## src/rtl/core/olisd_pkg.sv

```systemverilog
// Package for the ordered list block: command and status codes, and the
// command and status groups that pass between controller and datapath.
// No dependencies.
package olisd_pkg;

    localparam int VALUE_W = 32;
    localparam int COUNT_W = 5;

    typedef enum logic [1:0] {
        CMD_APPEND = 2'd0,
        CMD_SEARCH = 2'd1,
        CMD_DELETE = 2'd2,
        CMD_NOP    = 2'd3
    } t_cmd;

    typedef enum logic [1:0] {
        ST_OK      = 2'd0,
        ST_MISSING = 2'd1,
        ST_FULL    = 2'd2
    } t_status;

    // Commands from the controller to the datapath.
    typedef struct packed {
        logic start;        // load key and rewind the walk
        logic append;       // write the value at the tail
        logic step;         // advance the read walk by one entry
        logic shift_start;  // restart the walk just past the matching entry
        logic shift_write;  // write back each read entry one place lower
        logic dec;          // one entry fewer
    } t_dp_cmd;

    // Status from the datapath to the controller.
    typedef struct packed {
        logic               full;
        logic               rd_valid;
        logic               match;
        logic               walk_end;
        logic [COUNT_W-1:0] count;
    } t_dp_sts;

endpackage

```

## src/rtl/core/olisd_if.sv

```systemverilog
// Request and response channel interfaces of the ordered list block.
// Depends on olisd_pkg for the field widths.
interface olisd_req_if;
    logic                                 valid;
    logic                                 ready;
    logic [1:0]                           command;
    logic signed [olisd_pkg::VALUE_W-1:0] value;

    modport source (output valid, output command, output value, input ready);
    modport sink (input valid, input command, input value, output ready);
endinterface

interface olisd_rsp_if;
    logic                               valid;
    logic                               ready;
    logic                               found;
    logic [1:0]                         status;
    logic [olisd_pkg::COUNT_W-1:0]      entry_count;

    modport source (output valid, output found, output status, output entry_count,
                    input ready);
    modport sink (input valid, input found, input status, input entry_count,
                  output ready);
endinterface

```

## src/rtl/core/ordered_list_insert_search_delete.sv

```systemverilog
// Top level of the ordered list block: joins the command controller and the
// list datapath. Depends on olisd_pkg, olisd_if, olisd_ctrl, olisd_datapath.
//
//   Channel   Direction  Fields                         Handshake
//   i_req     in         command[1:0], value[31:0] s    valid / ready
//   o_rsp     out        found, status[1:0],            valid / ready
//                        entry_count[4:0]
//
// One request is handled at a time. Append and the unused command code go
// from acceptance through the finishing state to a loaded response. Search
// walks the entries until a match or the end of the list; delete walks them
// and then shifts the later entries down, and the walk and the shift read the
// single entry memory once per cycle. Reset is synchronous and clears the
// entry count, the state machine and the response valid; the entry memory is
// not cleared. The next request is taken while a response still waits in the
// response register; a stalled response only holds the block once the
// following command has finished.
module ordered_list_insert_search_delete #(
    parameter int CAPACITY = 16
) (
    input  logic       i_clk,
    input  logic       i_rst_n,
    olisd_req_if.sink   i_req,
    olisd_rsp_if.source o_rsp
);
    import olisd_pkg::*;

    // Command and status groups between the sequencer and the datapath.
    t_dp_cmd dp_cmd;
    t_dp_sts dp_sts;

    // The controller decides, per cycle, which datapath action takes place
    // and holds the result of the command until the response slot is free.
    olisd_ctrl u_ctrl (
        .i_clk   (i_clk),
        .i_rst_n (i_rst_n),
        .i_req   (i_req),
        .o_rsp   (o_rsp),
        .i_sts   (dp_sts),
        .o_cmd   (dp_cmd)
    );

    // The datapath holds the entries in arrival order and walks them with a
    // registered read, comparing each against the key, then closes the gap
    // after a deleted entry by writing each later entry one place lower.
    olisd_datapath #(
        .CAPACITY (CAPACITY)
    ) u_datapath (
        .i_clk   (i_clk),
        .i_rst_n (i_rst_n),
        .i_value (i_req.value),
        .i_cmd   (dp_cmd),
        .o_sts   (dp_sts)
    );

endmodule

```

## src/rtl/core/olisd_datapath.sv

```systemverilog
// Datapath of the ordered list block: entry memory, entry count, key and the
// read and write pointers of the list walk. Depends on olisd_pkg.
module olisd_datapath #(
    parameter int CAPACITY = 16
) (
    input  logic                                 i_clk,
    input  logic                                 i_rst_n,
    input  logic signed [olisd_pkg::VALUE_W-1:0] i_value,
    input  olisd_pkg::t_dp_cmd                   i_cmd,
    output olisd_pkg::t_dp_sts                   o_sts
);
    import olisd_pkg::*;

    localparam int AW = (CAPACITY > 1) ? $clog2(CAPACITY) : 1;
    localparam int CW = $clog2(CAPACITY + 1);

    logic [VALUE_W-1:0] r_mem [CAPACITY];
    logic [VALUE_W-1:0] r_rdata;
    logic [VALUE_W-1:0] r_key;
    logic [CW-1:0]      r_count;
    logic [CW-1:0]      r_rd;
    logic [AW-1:0]      r_wr;
    logic [AW-1:0]      r_ci;
    logic               r_rv;

    logic               rd_en;
    logic               we;
    logic [AW-1:0]      waddr;
    logic [VALUE_W-1:0] wdata;

    assign rd_en = i_cmd.step && !i_cmd.start && !i_cmd.shift_start && (r_rd < r_count);
    assign we    = i_cmd.append || (i_cmd.shift_write && r_rv);
    assign waddr = i_cmd.append ? r_count[AW-1:0] : r_wr;
    assign wdata = i_cmd.append ? VALUE_W'(i_value) : r_rdata;

    // Memory with one write port and one read port: one write and one registered read per cycle.
    always_ff @(posedge i_clk) begin
        if (we) begin
            r_mem[waddr] <= wdata;
        end
        if (rd_en) begin
            r_rdata <= r_mem[r_rd[AW-1:0]];
            r_ci    <= r_rd[AW-1:0];
        end
        if (i_cmd.start) begin
            r_key <= VALUE_W'(i_value);
        end
    end

    always_ff @(posedge i_clk) begin
        if (!i_rst_n) begin
            r_count <= '0;
            r_rd    <= '0;
            r_wr    <= '0;
            r_rv    <= 1'b0;
        end else begin
            if (i_cmd.start) begin
                r_rd <= '0;
                r_rv <= 1'b0;
            end else if (i_cmd.shift_start) begin
                r_wr <= r_ci;
                r_rd <= CW'(r_ci) + CW'(1);
                r_rv <= 1'b0;
            end else if (i_cmd.step) begin
                r_rv <= rd_en;
                if (rd_en) begin
                    r_rd <= r_rd + CW'(1);
                end
                if (i_cmd.shift_write && r_rv) begin
                    r_wr <= r_wr + AW'(1);
                end
            end
            if (i_cmd.append) begin
                r_count <= r_count + CW'(1);
            end else if (i_cmd.dec) begin
                r_count <= r_count - CW'(1);
            end
        end
    end

    assign o_sts.full     = (r_count == CW'(CAPACITY));
    assign o_sts.rd_valid = r_rv;
    assign o_sts.match    = (r_rdata == r_key);
    assign o_sts.walk_end = !r_rv && (r_rd >= r_count);
    assign o_sts.count    = COUNT_W'(r_count);

    a_append_not_full: assert property (@(posedge i_clk) disable iff (!i_rst_n)
        i_cmd.append |-> (r_count < CW'(CAPACITY)))
        else $error("append issued with the list full");

    a_dec_not_empty: assert property (@(posedge i_clk) disable iff (!i_rst_n)
        i_cmd.dec |-> (r_count != '0))
        else $error("entry removed from an empty list");

    a_shift_in_range: assert property (@(posedge i_clk) disable iff (!i_rst_n)
        (i_cmd.shift_write && r_rv) |-> ((CW'(r_wr) + CW'(1)) < r_count))
        else $error("shift write beyond the last held entry");

endmodule

```

## src/rtl/core/olisd_ctrl.sv

```systemverilog
// Controller of the ordered list block: command sequencing state machine
// and the response register. Depends on olisd_pkg and olisd_if.
module olisd_ctrl (
    input  logic               i_clk,
    input  logic               i_rst_n,
    olisd_req_if.sink          i_req,
    olisd_rsp_if.source        o_rsp,
    input  olisd_pkg::t_dp_sts i_sts,
    output olisd_pkg::t_dp_cmd o_cmd
);
    import olisd_pkg::*;

    typedef enum logic [1:0] {
        S_IDLE,
        S_SCAN,
        S_SHIFT,
        S_FIN
    } t_state;

    t_state             r_state, n_state;
    logic               r_del, n_del;
    logic               r_found, n_found;
    t_status            r_status, n_status;
    logic               r_out_valid, n_out_valid;
    logic               r_out_found, n_out_found;
    t_status            r_out_status, n_out_status;
    logic [COUNT_W-1:0] r_out_count, n_out_count;
    t_dp_cmd            cmd;

    always_comb begin
        n_state      = r_state;
        n_del        = r_del;
        n_found      = r_found;
        n_status     = r_status;
        n_out_valid  = r_out_valid && !o_rsp.ready;
        n_out_found  = r_out_found;
        n_out_status = r_out_status;
        n_out_count  = r_out_count;
        cmd          = '0;
        unique case (r_state)
            S_IDLE: begin
                if (i_req.valid) begin
                    cmd.start = 1'b1;
                    n_found   = 1'b0;
                    n_status  = ST_OK;
                    n_del     = 1'b0;
                    unique case (t_cmd'(i_req.command))
                        CMD_APPEND: begin
                            if (i_sts.full) begin
                                n_status = ST_FULL;
                            end else begin
                                cmd.append = 1'b1;
                                n_found    = 1'b1;
                            end
                            n_state = S_FIN;
                        end
                        CMD_SEARCH: begin
                            n_state = S_SCAN;
                        end
                        CMD_DELETE: begin
                            n_del   = 1'b1;
                            n_state = S_SCAN;
                        end
                        CMD_NOP: begin
                            n_state = S_FIN;
                        end
                    endcase
                end
            end
            S_SCAN: begin
                priority if (i_sts.rd_valid && i_sts.match) begin
                    n_found  = 1'b1;
                    n_status = ST_OK;
                    if (r_del) begin
                        cmd.shift_start = 1'b1;
                        n_state         = S_SHIFT;
                    end else begin
                        n_state = S_FIN;
                    end
                end else if (i_sts.walk_end) begin
                    n_found  = 1'b0;
                    n_status = ST_MISSING;
                    n_state  = S_FIN;
                end else begin
                    cmd.step = 1'b1;
                end
            end
            S_SHIFT: begin
                if (i_sts.walk_end) begin
                    cmd.dec = 1'b1;
                    n_state = S_FIN;
                end else begin
                    cmd.step        = 1'b1;
                    cmd.shift_write = 1'b1;
                end
            end
            S_FIN: begin
                if (!r_out_valid || o_rsp.ready) begin
                    n_out_valid  = 1'b1;
                    n_out_found  = r_found;
                    n_out_status = r_status;
                    n_out_count  = i_sts.count;
                    n_state      = S_IDLE;
                end
            end
        endcase
    end

    always_ff @(posedge i_clk) begin
        if (!i_rst_n) begin
            r_state     <= S_IDLE;
            r_out_valid <= 1'b0;
        end else begin
            r_state     <= n_state;
            r_out_valid <= n_out_valid;
        end
        r_del        <= n_del;
        r_found      <= n_found;
        r_status     <= n_status;
        r_out_found  <= n_out_found;
        r_out_status <= n_out_status;
        r_out_count  <= n_out_count;
    end

    assign o_cmd             = cmd;
    assign i_req.ready       = (r_state == S_IDLE);
    assign o_rsp.valid       = r_out_valid;
    assign o_rsp.found       = r_out_found;
    assign o_rsp.status      = r_out_status;
    assign o_rsp.entry_count = r_out_count;

    a_fin_loads_response: assert property (@(posedge i_clk) disable iff (!i_rst_n)
        (r_state == S_FIN && (!r_out_valid || o_rsp.ready)) |=> r_out_valid)
        else $error("finished command did not reach the response register");

    a_response_source: assert property (@(posedge i_clk) disable iff (!i_rst_n)
        $rose(r_out_valid) |-> $past(r_state == S_FIN))
        else $error("response raised outside the finishing state");

    a_busy_one_command: assert property (@(posedge i_clk) disable iff (!i_rst_n)
        (r_state == S_SHIFT) |-> r_del)
        else $error("shift entered by a command other than delete");

endmodule
```

## src/flat_wrapper.sv

```systemverilog
// flat-port wrapper written by rule: the top's interface ports become plain ports
module ordered_list_insert_search_delete_flat import olisd_pkg::*;
#(
    parameter int CAPACITY = 16
)
  (i_clk, i_rst_n, i_req_valid, i_req_command, i_req_value, i_req_ready, o_rsp_valid, o_rsp_found, o_rsp_status, o_rsp_entry_count, o_rsp_ready);
  olisd_req_if i_req_i ();
  olisd_rsp_if o_rsp_i ();
  input  logic i_clk;
  input  logic i_rst_n;
  input wire logic [$bits(i_req_i.valid)-1:0] i_req_valid;
  input wire logic [$bits(i_req_i.command)-1:0] i_req_command;
  input wire logic [$bits(i_req_i.value)-1:0] i_req_value;
  output wire logic [$bits(i_req_i.ready)-1:0] i_req_ready;
  output wire logic [$bits(o_rsp_i.valid)-1:0] o_rsp_valid;
  output wire logic [$bits(o_rsp_i.found)-1:0] o_rsp_found;
  output wire logic [$bits(o_rsp_i.status)-1:0] o_rsp_status;
  output wire logic [$bits(o_rsp_i.entry_count)-1:0] o_rsp_entry_count;
  input wire logic [$bits(o_rsp_i.ready)-1:0] o_rsp_ready;
  assign i_req_i.valid = i_req_valid;
  assign i_req_i.command = i_req_command;
  assign i_req_i.value = i_req_value;
  assign i_req_ready = i_req_i.ready;
  assign o_rsp_valid = o_rsp_i.valid;
  assign o_rsp_found = o_rsp_i.found;
  assign o_rsp_status = o_rsp_i.status;
  assign o_rsp_entry_count = o_rsp_i.entry_count;
  assign o_rsp_i.ready = o_rsp_ready;
  ordered_list_insert_search_delete #(.CAPACITY(CAPACITY)) u_core (.i_clk(i_clk), .i_rst_n(i_rst_n), .i_req(i_req_i), .o_rsp(o_rsp_i));
endmodule
```

## config.mk

```make
export PLATFORM = sky130hd
export DESIGN_NAME = ordered_list_insert_search_delete_flat
export DESIGN_NICKNAME = d
export VERILOG_FILES = /design/src/rtl/core/olisd_pkg.sv /design/src/rtl/core/olisd_if.sv /design/src/rtl/core/ordered_list_insert_search_delete.sv /design/src/rtl/core/olisd_datapath.sv /design/src/rtl/core/olisd_ctrl.sv /design/src/flat_wrapper.sv
export SDC_FILE = /design/constraint.sdc
export NUM_CORES = 1
export LEC_CHECK = 0
export BUFFER_PORTS_ARGS = -buffer_cell sky130_fd_sc_hd__buf_2
export CAP_MARGIN = 20
export CORE_MARGIN = 5
export CORE_UTILIZATION = 54
export CTS_CLUSTER_SIZE = 20
export DETAILED_ROUTE_END_ITERATION = 16
export MAX_ROUTING_LAYER = met4
export PLACE_DENSITY_LB_ADDON = 0.25
export SYNTH_ARGS = -nofsm -noshare
export SYNTH_HDL_FRONTEND = slang
export SYNTH_SLANG_ARGS = --single-unit
```

## constraint.sdc

```tcl
create_clock -name i_clk -period 10.5 [get_ports i_clk]
set_clock_uncertainty 0.15 [all_clocks]
set_input_delay 1.575 -clock i_clk [delete_from_list [all_inputs] [get_ports i_clk]]
set_output_delay 1.575 -clock i_clk [all_outputs]
set_load 0.01 [all_outputs]
```

==> results of run 1 <==
-- layer usage --
layer	vias up	wire length, um
li1	4869	-
met5	-	0
met3	75	3630
met4	0	1260
met2	430	24400
met1	5997	21100
-- cell type report --
class	instances	share of cell area, %
clock buffers	68	5.68
clock inverters	42	1.39
inverters	20	0.278
multi-input cells	474	20.9
flip-flops and latches	610	67.3
well taps	592	2.75
repair buffers	68	1.73
-- worst max path at each step --
stage                                                  to         from
after floorplan            u_core.u_datapath.r_mem[11][0]  i_req_valid
after global placement       u_core.u_datapath.r_count[4]  i_req_valid
after detailed placement  u_core.u_datapath.r_mem[14][19]  i_req_valid
after CTS                 u_core.u_datapath.r_mem[14][27]  i_req_valid
after global routing       u_core.u_datapath.r_mem[1][16]  i_req_valid
final                      u_core.u_datapath.r_mem[3][14]  i_req_valid
-- power groups by stage --
stage	registers (mW)	clock network (mW)	logic, mW
after CTS	2.95	2.11	0.643
after floorplan	2.97	0	0.453
after global routing	2.96	2.23	0.707
after detailed placement	3.00	0	0.641
after global placement	3.00	0	0.627
final	2.95	2.08	0.644
-- flip-flops by register name (all words and copies together), names as in the netlist, 4 cells and up --
name                             flops
u_core.u_datapath.r_mem            512
u_core.u_datapath.r_key             32
u_core.u_datapath.r_rdata           32
u_core.u_ctrl.o_rsp.entry_count      5
u_core.u_datapath.r_count            5
u_core.u_datapath.r_rd               5
u_core.u_datapath.r_ci               4
u_core.u_datapath.r_wr               4
-- per-stage QoR --
stage                     instance area (um2)  power [mW]
after floorplan                         23900        3.43
after global placement                  25000        3.62
after detailed placement                25000        3.64
after CTS                               26900        5.70
after global routing                    27000        5.89
final                                   27000        5.67
-- synth_stat cells, types with 2 or more instances --
cell / count / area share, %
a21o_1: 4 / 0.13
a21oi_1: 14 / 0.29
a31oi_1: 9 / 0.24
and2_1: 4 / 0.10
and3_1: 5 / 0.13
buf_1: 10 / 0.16
buf_2: 15 / 0.31
clkbuf_1: 27 / 0.42
dfxtp_1: 18 / 1.5
edfxtp_1: 592 / 74
ha_1: 16 / 0.84
inv_1: 18 / 0.28
mux2i_1: 7 / 0.29
mux4_2: 160 / 15
nand2_1: 109 / 1.7
nand2b_1: 3 / 0.078
nand3_1: 10 / 0.21
nand4_1: 8 / 0.21
nor2_1: 32 / 0.50
nor2b_1: 7 / 0.18
nor3_1: 7 / 0.15
nor4_1: 3 / 0.078
o2111ai_1: 3 / 0.11
o21a_1: 2 / 0.063
o21ai_0: 10 / 0.21
o22ai_1: 3 / 0.078
xnor2_1: 32 / 1.2
xor2_1: 7 / 0.26
-- kinds of logic (layout without fill, tap and decap cells) --
| group | Yosys count | count (layout) | synth area share, % |
|---|---|---|---|
| and+or+nand+nor | 195 | 195 | 3.66 |
| adders and majority gates | 17 | 17 | 0.921 |
| DFF | 610 | 610 | 75.8 |
| buffers and inverters | 72 | 198 | 1.21 |
| AOI/OAI and AO/OA | 55 | 55 | 1.56 |
| xor gates and xnor gates | 39 | 39 | 1.43 |
| muxes | 168 | 168 | 15.4 |
-- critical path: stages --
cell and delay (ps):
buf_2 90, nand2_1 110, inv_2 740, and3_2 1060
clkinv_1 230, buf_4 360, o21ai_1 710, nor2_4 290
buf_16 260
==> results.json, run 1 <==
{
  "cts_setup_buffers": 0,
  "r2r_end": "u_core.u_datapath.r_mem[3][14]",
  "syn_nets": 1211,
  "use_met1_pct": 31.5,
  "fin_crit_sh_pct": 50.2,
  "rsz0062_at_grt": "no",
  "status": "complete, no violations",
  "drt-total-wl_um": 50400,
  "startpoint_type": "primary input",
  "seqCellArea_um2": 18100,
  "fillers": 3042,
  "drtAntennaViolNets": 0,
  "drv_slew": 0,
  "combPwrFrac_pct": 11.4,
  "leakage_nw": 8.51,
  "clock_tree.buffer_depth": 3,
  "min_to": "u_core.u_ctrl.o_rsp.found",
  "peakVddDrop_mv": 0.159,
  "reg2reg_slack_ps": 5520,
  "gr-usage-met3_pct": 4.16,
  "hold_start": "u_core.u_ctrl.r_found",
  "use_met2_pct": 33.2,
  "final-instance-count-excl-fill": 1874,
  "grt-busiest-layer": "met2",
  "swShare_pct": 24.1,
  "syn_inst": 1156,
  "vias": 11371,
  "avgRoutedWirePerCell_um": 26.9,
  "p_sw_mw": 1.37,
  "worstMarginPinSlew_ps": 1120,
  "hold_viol": 0,
  "multi_input_area_um2": 5620,
  "grt-ovfl-total": 0,
  "dp_hpwl_um": 28400,
  "r2r_start": "u_core.u_ctrl.r_state[0]",
  "clock_power_share_pct": 36.7,
  "yosys_register_bits": 610,
  "die-area_um2": 48600,
  "post-route-util_pct": 61.2,
  "relSlewSlack_pct": 25.3,
  "die_w_um": 220,
  "cts_resized": 0,
  "final_common_cell": "edfxtp_1",
  "io_pins": 48,
  "cts.sinks": 610,
  "clk_pin_slew_worst_paths_ps": 60,
  "cts_root_buffer": "clkbuf_16",
  "coreArea_um2": 44000,
  "start_util_pct": 54.3,
  "diodes": 0,
  "track_usage_pct": 21.9,
  "yosysUniqueCellTypes": 49,
  "cp.required_ps": 10700,
  "cts_htree_levels": 2,
  "synth_warnings": 0,
  "viasPerCell": 6.07,
  "endpoint_kind": "flip-flop",
  "place_inst": 1761,
  "place_ws_ps": 4640,
  "mostFrequentLayoutCells": "edfxtp_1, mux4_2, nand2_1, clkbuf_16, buf_2",
  "grt_start_max_net_pins": 107,
  "path_class": "in -> reg",
  "critPathMaxFanout": 49,
  "hold_class": "reg -> reg",
  "gp_congestion": 0.813,
  "rows": 77,
  "p_per_area_nw_per_um2": 210,
  "firstDrtPassIters": 6,
  "area_growth_syn_to_layout_pct": 12.7,
  "rr_worst_depth": 10,
  "cts_tree": "done",
  "numCtsBuffers": 60,
  "hold_buffers": 0,
  "drive_gt1_share_pct": 27.1,
  "avgSynthCellArea_um2": 20.7,
  "final.setup.tns_ps": 0,
  "die_h_um": 220,
  "setup_viol": 0,
  "power_frac_seq_pct": 52.0,
  "arrival_ps": 5470,
  "hold_ws_ps": 267,
  "drcViolationCount": 0,
  "grt_first_pass_wirelength_um": 75300,
  "min_path_cells": 0,
  "synth_area_um2": 23900,
  "drt_iter0_drc": 1217,
  "grt_antenna_before_repair": 0,
  "synthFlopType": "edfxtp_1",
  "maxCapViolCount": 0,
  "async_flop_share_pct": 0,
  "nets": 1289,
  "synth_edf_count": 592,
  "clock_latency_ps": 610,
  "setup_slack_ps": 5230,
  "portBuffers": 47,
  "grt_pass1_vias": 11512,
  "p_int_mw": 4.30,
  "synth.yosys.seq_area_share_pct": 75.8,
  "fmax_mhz": 190,
  "period_needed_ps": 5270
}
No activity file was read; power rests on OpenSTA's default activity.
==> run 2: changes to the inputs <==
--- a/config.mk
+++ b/config.mk
@@ -5,6 +5,7 @@
 export SDC_FILE = /design/constraint.sdc
 export NUM_CORES = 1
 export LEC_CHECK = 0
+export ABC_AREA = 1
 export BUFFER_PORTS_ARGS = -buffer_cell sky130_fd_sc_hd__buf_2
 export CAP_MARGIN = 20
 export CORE_MARGIN = 5
==> constraint.sdc (replaced) <==
create_clock -name i_clk -period 5 [get_ports i_clk]
set_clock_uncertainty 0.15 [all_clocks]
set_input_delay 0.75 -clock i_clk [delete_from_list [all_inputs] [get_ports i_clk]]
set_output_delay 0.75 -clock i_clk [all_outputs]
set_load 0.01 [all_outputs]
==> results.json, run 2 <==
{
  "status": "complete, no violations",
  "worstMarginPinSlew_ps": 1110,
  "hold_ws_ps": 182,
  "grt_antenna_before_repair": 1,
  "syn_nets": 1915,
  "vias": 15562,
  "power.total_mw": 11.9,
  "fin_crit_sh_pct": 73.2,
  "numCtsBuffers": 59,
  "viasPerCell": 6.08,
  "hold_viol": 0,
  "startpoint_type": "flip-flop",
  "cp.required_ps": 5130,
  "async_flop_share_pct": 0,
  "period_needed_ps": 3660,
  "final_common_cell": "edfxtp_1",
  "r2r_end": "u_core.u_datapath.r_mem[13][4]",
  "hold_start": "i_req_value[2]",
  "yosys-top-cells-area": "edfxtp_1, nor2_1, mux2i_1",
  "yosys_register_bits": 610,
  "drv_slew": 0,
  "setup_viol": 0,
  "critPathMaxFanout": 46,
  "peakVddDrop_mv": 0.275,
  "grt_start_max_net_pins": 172,
  "cts_resized": 0,
  "gp_congestion": 0.910,
  "dp_hpwl_um": 37400,
  "drt-total-wl_um": 61700,
  "avgSynthCellArea_um2": 13.4,
  "mostFrequentLayoutCells": "edfxtp_1, nor2_1, nand2_1, o21ai_0, o221ai_1",
  "fillers": 3478,
  "nets": 1975,
  "r2r_start": "u_core.u_datapath.r_count[0]",
  "synth_area_um2": 24900,
  "place_area_um2": 26000,
  "yosysUniqueCellTypes": 38,
  "yosysMostFrequentCell": "edfxtp_1",
  "grt_pass1_vias": 15106,
  "clock_tree.buffer_depth": 3,
  "clk_pin_slew_worst_paths_ps": 60,
  "track_usage_pct": 25.0,
  "multi_input_area_um2": 6080,
  "arrival_ps": 3790,
  "synth_warnings": 0,
  "io_pins": 48,
  "reg_top3": "u_core.u_datapath.r_mem: 512 flops, u_core.u_datapath.r_key: 32 flops, u_core.u_datapath.r_rdata: 32 flops",
  "endpoint_kind": "flip-flop",
  "final.setup.tns_ps": 0,
  "yosys.area.top_type": "edfxtp_1",
  "rr_worst_depth": 9,
  "synth.yosys.seq_area_share_pct": 72.9,
  "rsz0062_at_grt": "no",
  "path_class": "reg -> reg",
  "start_util_pct": 54.7,
  "grt-ovfl-total": 0,
  "avgRoutedWirePerCell_um": 24.1,
  "firstDrtPassIters": 6,
  "min_to": "u_core.u_datapath.r_key[2]",
  "top_register": "u_core.u_datapath.r_mem",
  "min_path_cells": 1,
  "cts_setup_buffers": 0,
  "drtAntennaViolNets": 0,
  "area_growth_syn_to_layout_pct": 11.9,
  "seqCellArea_um2": 18100,
  "drive_gt1_share_pct": 11.7,
  "synth_edf_count": 592,
  "syn_inst": 1860,
  "die_w_um": 225,
  "cts_htree_levels": 2,
  "drt_iter0_drc": 1920,
  "fmax_mhz": 273,
  "hold_class": "in -> reg",
  "grt_first_pass_wirelength_um": 93000,
  "portBuffers": 47,
  "leakage_nw": 9.32,
  "cts_root_buffer": "clkbuf_16",
  "fin_area_um2": 27900,
  "largest_reg_flops": 512,
  "coreArea_um2": 45500,
  "die-area_um2": 50500,
  "hold_buffers": 0,
  "relSlewSlack_pct": 25.7,
  "drcViolationCount": 0,
  "reg2reg_slack_ps": 1340,
  "clock_latency_ps": 610,
  "rows": 78,
  "cts_tree": "done",
  "p_per_area_nw_per_um2": 427,
  "maxCapViolCount": 0,
  "yosys.area.top_type_share_pct": 71.4,
  "synth_commonest_cells": "edfxtp_1, nor2_1, nand2_1",
  "synthFlopType": "edfxtp_1",
  "cts.sinks": 610,
  "die_h_um": 225
}
## run 2: per-layer routing
metal	GRT usage (%)	vias to the layer above	part of all wire, %
li1	-	7023	-
met3	4.93	85	9.9
met5	-	-	0
met1	36.1	7765	43
met2	37.4	689	46
met4	5.60	0	1.9
## run 2: how the worst max path moves through the flow
| stage | start | end | slack (ps) | cells after the start |
|---|---|---|---|---|
| 5_1_grt | u_core.u_ctrl.r_state[0] | u_core.u_datapath.r_mem[2][12] | 1090 | 10 |
| 6_report | u_core.u_datapath.r_count[0] | u_core.u_datapath.r_mem[13][4] | 1340 | 9 |
| 3_5_place_dp | i_req_command[0] | u_core.u_datapath.r_mem[12][28] | 1030 | 10 |
| 2_1_floorplan | i_req_valid | u_core.u_datapath.r_mem[9][0] | 650 | 9 |
| 4_1_cts | u_core.u_ctrl.r_state[1] | u_core.u_datapath.r_mem[12][30] | 1330 | 9 |
| 3_3_place_gp | i_req_command[0] | u_core.u_datapath.r_mem[12][23] | 1150 | 10 |
## run 2: cells by family (layout without fill, tap and decap cells)
kind of cell             count (synthesis)  count (layout)  synth area share [%]
other                                    0               1                     0
adder cells (fa/ha/maj)                 17              17                 0.885
AO/OA/AOI/OAI                          361             361                  9.48
multiplexers                           103             103                  4.17
XOR/XNOR                                 9               9                 0.317
buffers and inverters                  205             305                  3.22
AND/OR/NAND/NOR                        555             555                  9.05
flip-flops                             610             610                  72.9
## run 2: worst max-delay path, stage by stage (launching register included)
cell and delay [ps]:
dfxtp_1 500, inv_1 170, nand3_1 150, nand2_1 80, inv_1 100, nand2_4 270, o21ai_0 450, nand3_1 420
nor2_4 610, buf_4 410
## run 2: power by group
part | total, mW | internal, mW | switching [mW] | leakage (nW)
registers | 6.14 | 6.00 | 0.139 | 5.49
logic | 1.56 | 0.436 | 1.13 | 2.95
clock network | 4.20 | 2.38 | 1.82 | 0.877
total | 11.9 | 8.81 | 3.09 | 9.32
## run 2: area by class of cell
type	instances	area share [%]
Antenna cell	1	0.00898
Clock buffer	69	5.51
Clock inverter	32	0.939
Inverter	101	1.37
Multi-Input combinational cell	1045	21.8
Sequential cell	610	65.1
Tap cell	600	2.69
Timing Repair Buffer	103	2.52
## run 2: per-stage QoR
step                      util [%]  setup slack (ps)  instances
after floorplan                  -               651       1860
after global placement        57.1              1150       2451
after detailed placement      57.2              1030       2453
after CTS                     61.1              1330       2554
after global routing          61.3              1090       2561
final                         61.3              1340       2561
==> run 3: changes to the inputs <==
==> constraint.sdc (replaced) <==
create_clock -name i_clk -period 3.1 [get_ports i_clk]
set_clock_uncertainty 0.15 [all_clocks]
set_input_delay 0.465 -clock i_clk [delete_from_list [all_inputs] [get_ports i_clk]]
set_output_delay 0.465 -clock i_clk [all_outputs]
set_load 0.01 [all_outputs]
==> results.json, run 3 (synthesis gave the netlist of run 2 again) <==
{
  "largest_reg_flops": 512,
  "slowest_stage": "dfxtp_1",
  "status": "complete, no violations",
  "fin_crit_sh_pct": 92.6,
  "grt_start_max_net_pins": 153,
  "multi_input_area_um2": 6120,
  "cts_htree_levels": 2,
  "clk_pin_slew_worst_paths_ps": 60,
  "fillers": 3286,
  "avgRoutedWirePerCell_um": 24.0,
  "grt_first_pass_wirelength_um": 94500,
  "hold_viol": 0,
  "drcViolationCount": 0,
  "cp_slowest_stage_delay_ps": 380,
  "maxCapViolCount": 0,
  "mostFrequentLayoutCells": "edfxtp_1, nor2_1, nand2_1, o21ai_0, o221ai_1",
  "firstDrtPassIters": 8,
  "drt-total-wl_um": 63000,
  "rsz0062_at_grt": "no",
  "path_cells": "inv_1 -> ha_2 -> nand2_2 -> clkinvlp_4 -> nand2_4 -> nand2_1 -> o21ai_1 -> nand3_2 -> nor2_4 -> buf_12",
  "cts_root_buffer": "clkbuf_16",
  "path_class": "reg -> reg",
  "final.setup.tns_ps": 0,
  "drtAntennaViolNets": 0,
  "fmax_mhz": 348,
  "coreArea_um2": 45500,
  "drt_iter0_drc": 1823,
  "cp_num_buf_inv": 3,
  "hold_class": "in -> reg",
  "dp_hpwl_um": 36700,
  "cts.sinks": 610,
  "die-area_um2": 50500,
  "die_h_um": 225,
  "die_w_um": 225,
  "leakage_nw": 9.73,
  "drv_slew": 0,
  "gp_congestion": 0.899,
  "grt-ovfl-total": 0,
  "start_util_pct": 54.7,
  "arrival_ps": 3030,
  "clock_tree.buffer_depth": 3,
  "p_per_area_nw_per_um2": 692,
  "cts_resized": 0,
  "relSlewSlack_pct": 27.5,
  "peakVddDrop_mv": 0.537,
  "seqCellArea_um2": 18100,
  "grt_pass1_vias": 15490,
  "numCtsBuffers": 61,
  "diodes": 0,
  "cp.required_ps": 3260,
  "top_register": "u_core.u_datapath.r_mem",
  "critPathTopFamily": "simple AND/OR/NAND/NOR gates",
  "period_needed_ps": 2870,
  "nets": 2027,
  "endpoint_kind": "flip-flop",
  "final_common_cell": "edfxtp_1",
  "cts_tree": "done",
  "worstMarginPinSlew_ps": 1090,
  "viasPerCell": 6.04,
  "reg_top3": "u_core.u_datapath.r_mem: 512 flops, u_core.u_datapath.r_key: 32 flops, u_core.u_datapath.r_rdata: 32 flops",
  "drive_gt1_share_pct": 13.4,
  "portBuffers": 47,
  "post-route-util_pct": 63.6,
  "clock_latency_ps": 630,
  "vias": 15862,
  "rows": 78,
  "startpoint_type": "flip-flop",
  "setup_viol": 0,
  "area_growth_syn_to_layout_pct": 16.1,
  "track_usage_pct": 25.5,
  "io_pins": 48,
  "critPathMaxFanout": 26,
  "grt_antenna_before_repair": 0
}
run 3: cell types whose count changed in the layout (fill, tap and decap cells not counted), moves of 4 or more:
cell / delta
o21ai_0: -4
buf_12: +24
dlygate4sd3_1: +34
nand3_1: -4
bufinv_16: +4
nand3_2: +4
nand2_2: +4
nand2_1: -4
buf_4: -7
clkbuf_1: +4
clkinv_1: -4
run 3: layout make-up:
| class | instances | share of cell area, % |
|---|---|---|
| Multi-Input combinational cell | 1045 | 21.2 |
| Sequential cell | 610 | 62.8 |
| Clock inverter | 37 | 1.35 |
| Clock buffer | 79 | 5.77 |
| Tap cell | 600 | 2.60 |
| Inverter | 101 | 1.33 |
| Timing Repair Buffer | 153 | 4.99 |
run 3: where the power goes:
part	internal, mW	switching [mW]
registers	9.67	0.173
clock network	4.45	3.06
logic	0.786	1.86
total	14.9	5.10
run 3: what timing repair did:
action	CTS	global route
endpoints found under the hold margin	39	0
buffers inserted	0	0
endpoints found under the setup margin	0	0
hold buffers	34	0
run 3: final timing paths:
check / slack (ps) / cells after the start / to / from
setup / recovery: 230 / 10 / u_core.u_datapath.r_mem[3][26] / u_core.u_ctrl.r_state[0]
hold / removal: 40 / 2 / u_core.u_ctrl.r_del / i_req_command[1]
setup reg to reg: 230 / 10 / u_core.u_datapath.r_mem[3][26] / u_core.u_ctrl.r_state[0]
hold reg to reg: 280 / 0 / u_core.u_ctrl.o_rsp.status[0] / u_core.u_ctrl.r_status[0]
run 3: metrics by stage:
stage / hold WS, ps / setup slack [ps] / area [um2] / power, mW / instances
floorplan: 250 / 7.24 / 25100 / 11.6 / 1860
global placement: 270 / 280 / 26500 / 12.5 / 2473
detailed placement: 275 / 234 / 26500 / 12.6 / 2473
CTS: 10.0 / 246 / 28900 / 20.1 / 2623
global route: 15.2 / 79.2 / 28900 / 20.7 / 2625
finish: 40.9 / 230 / 28900 / 20.0 / 2625
run 3: per-layer routing:
layer / track usage (%) / wire length [um]
met3: 4.39 / 5210
met5: - / 0
met1: 34.2 / 25200
met2: 40.5 / 30600
met4: 8.03 / 1980
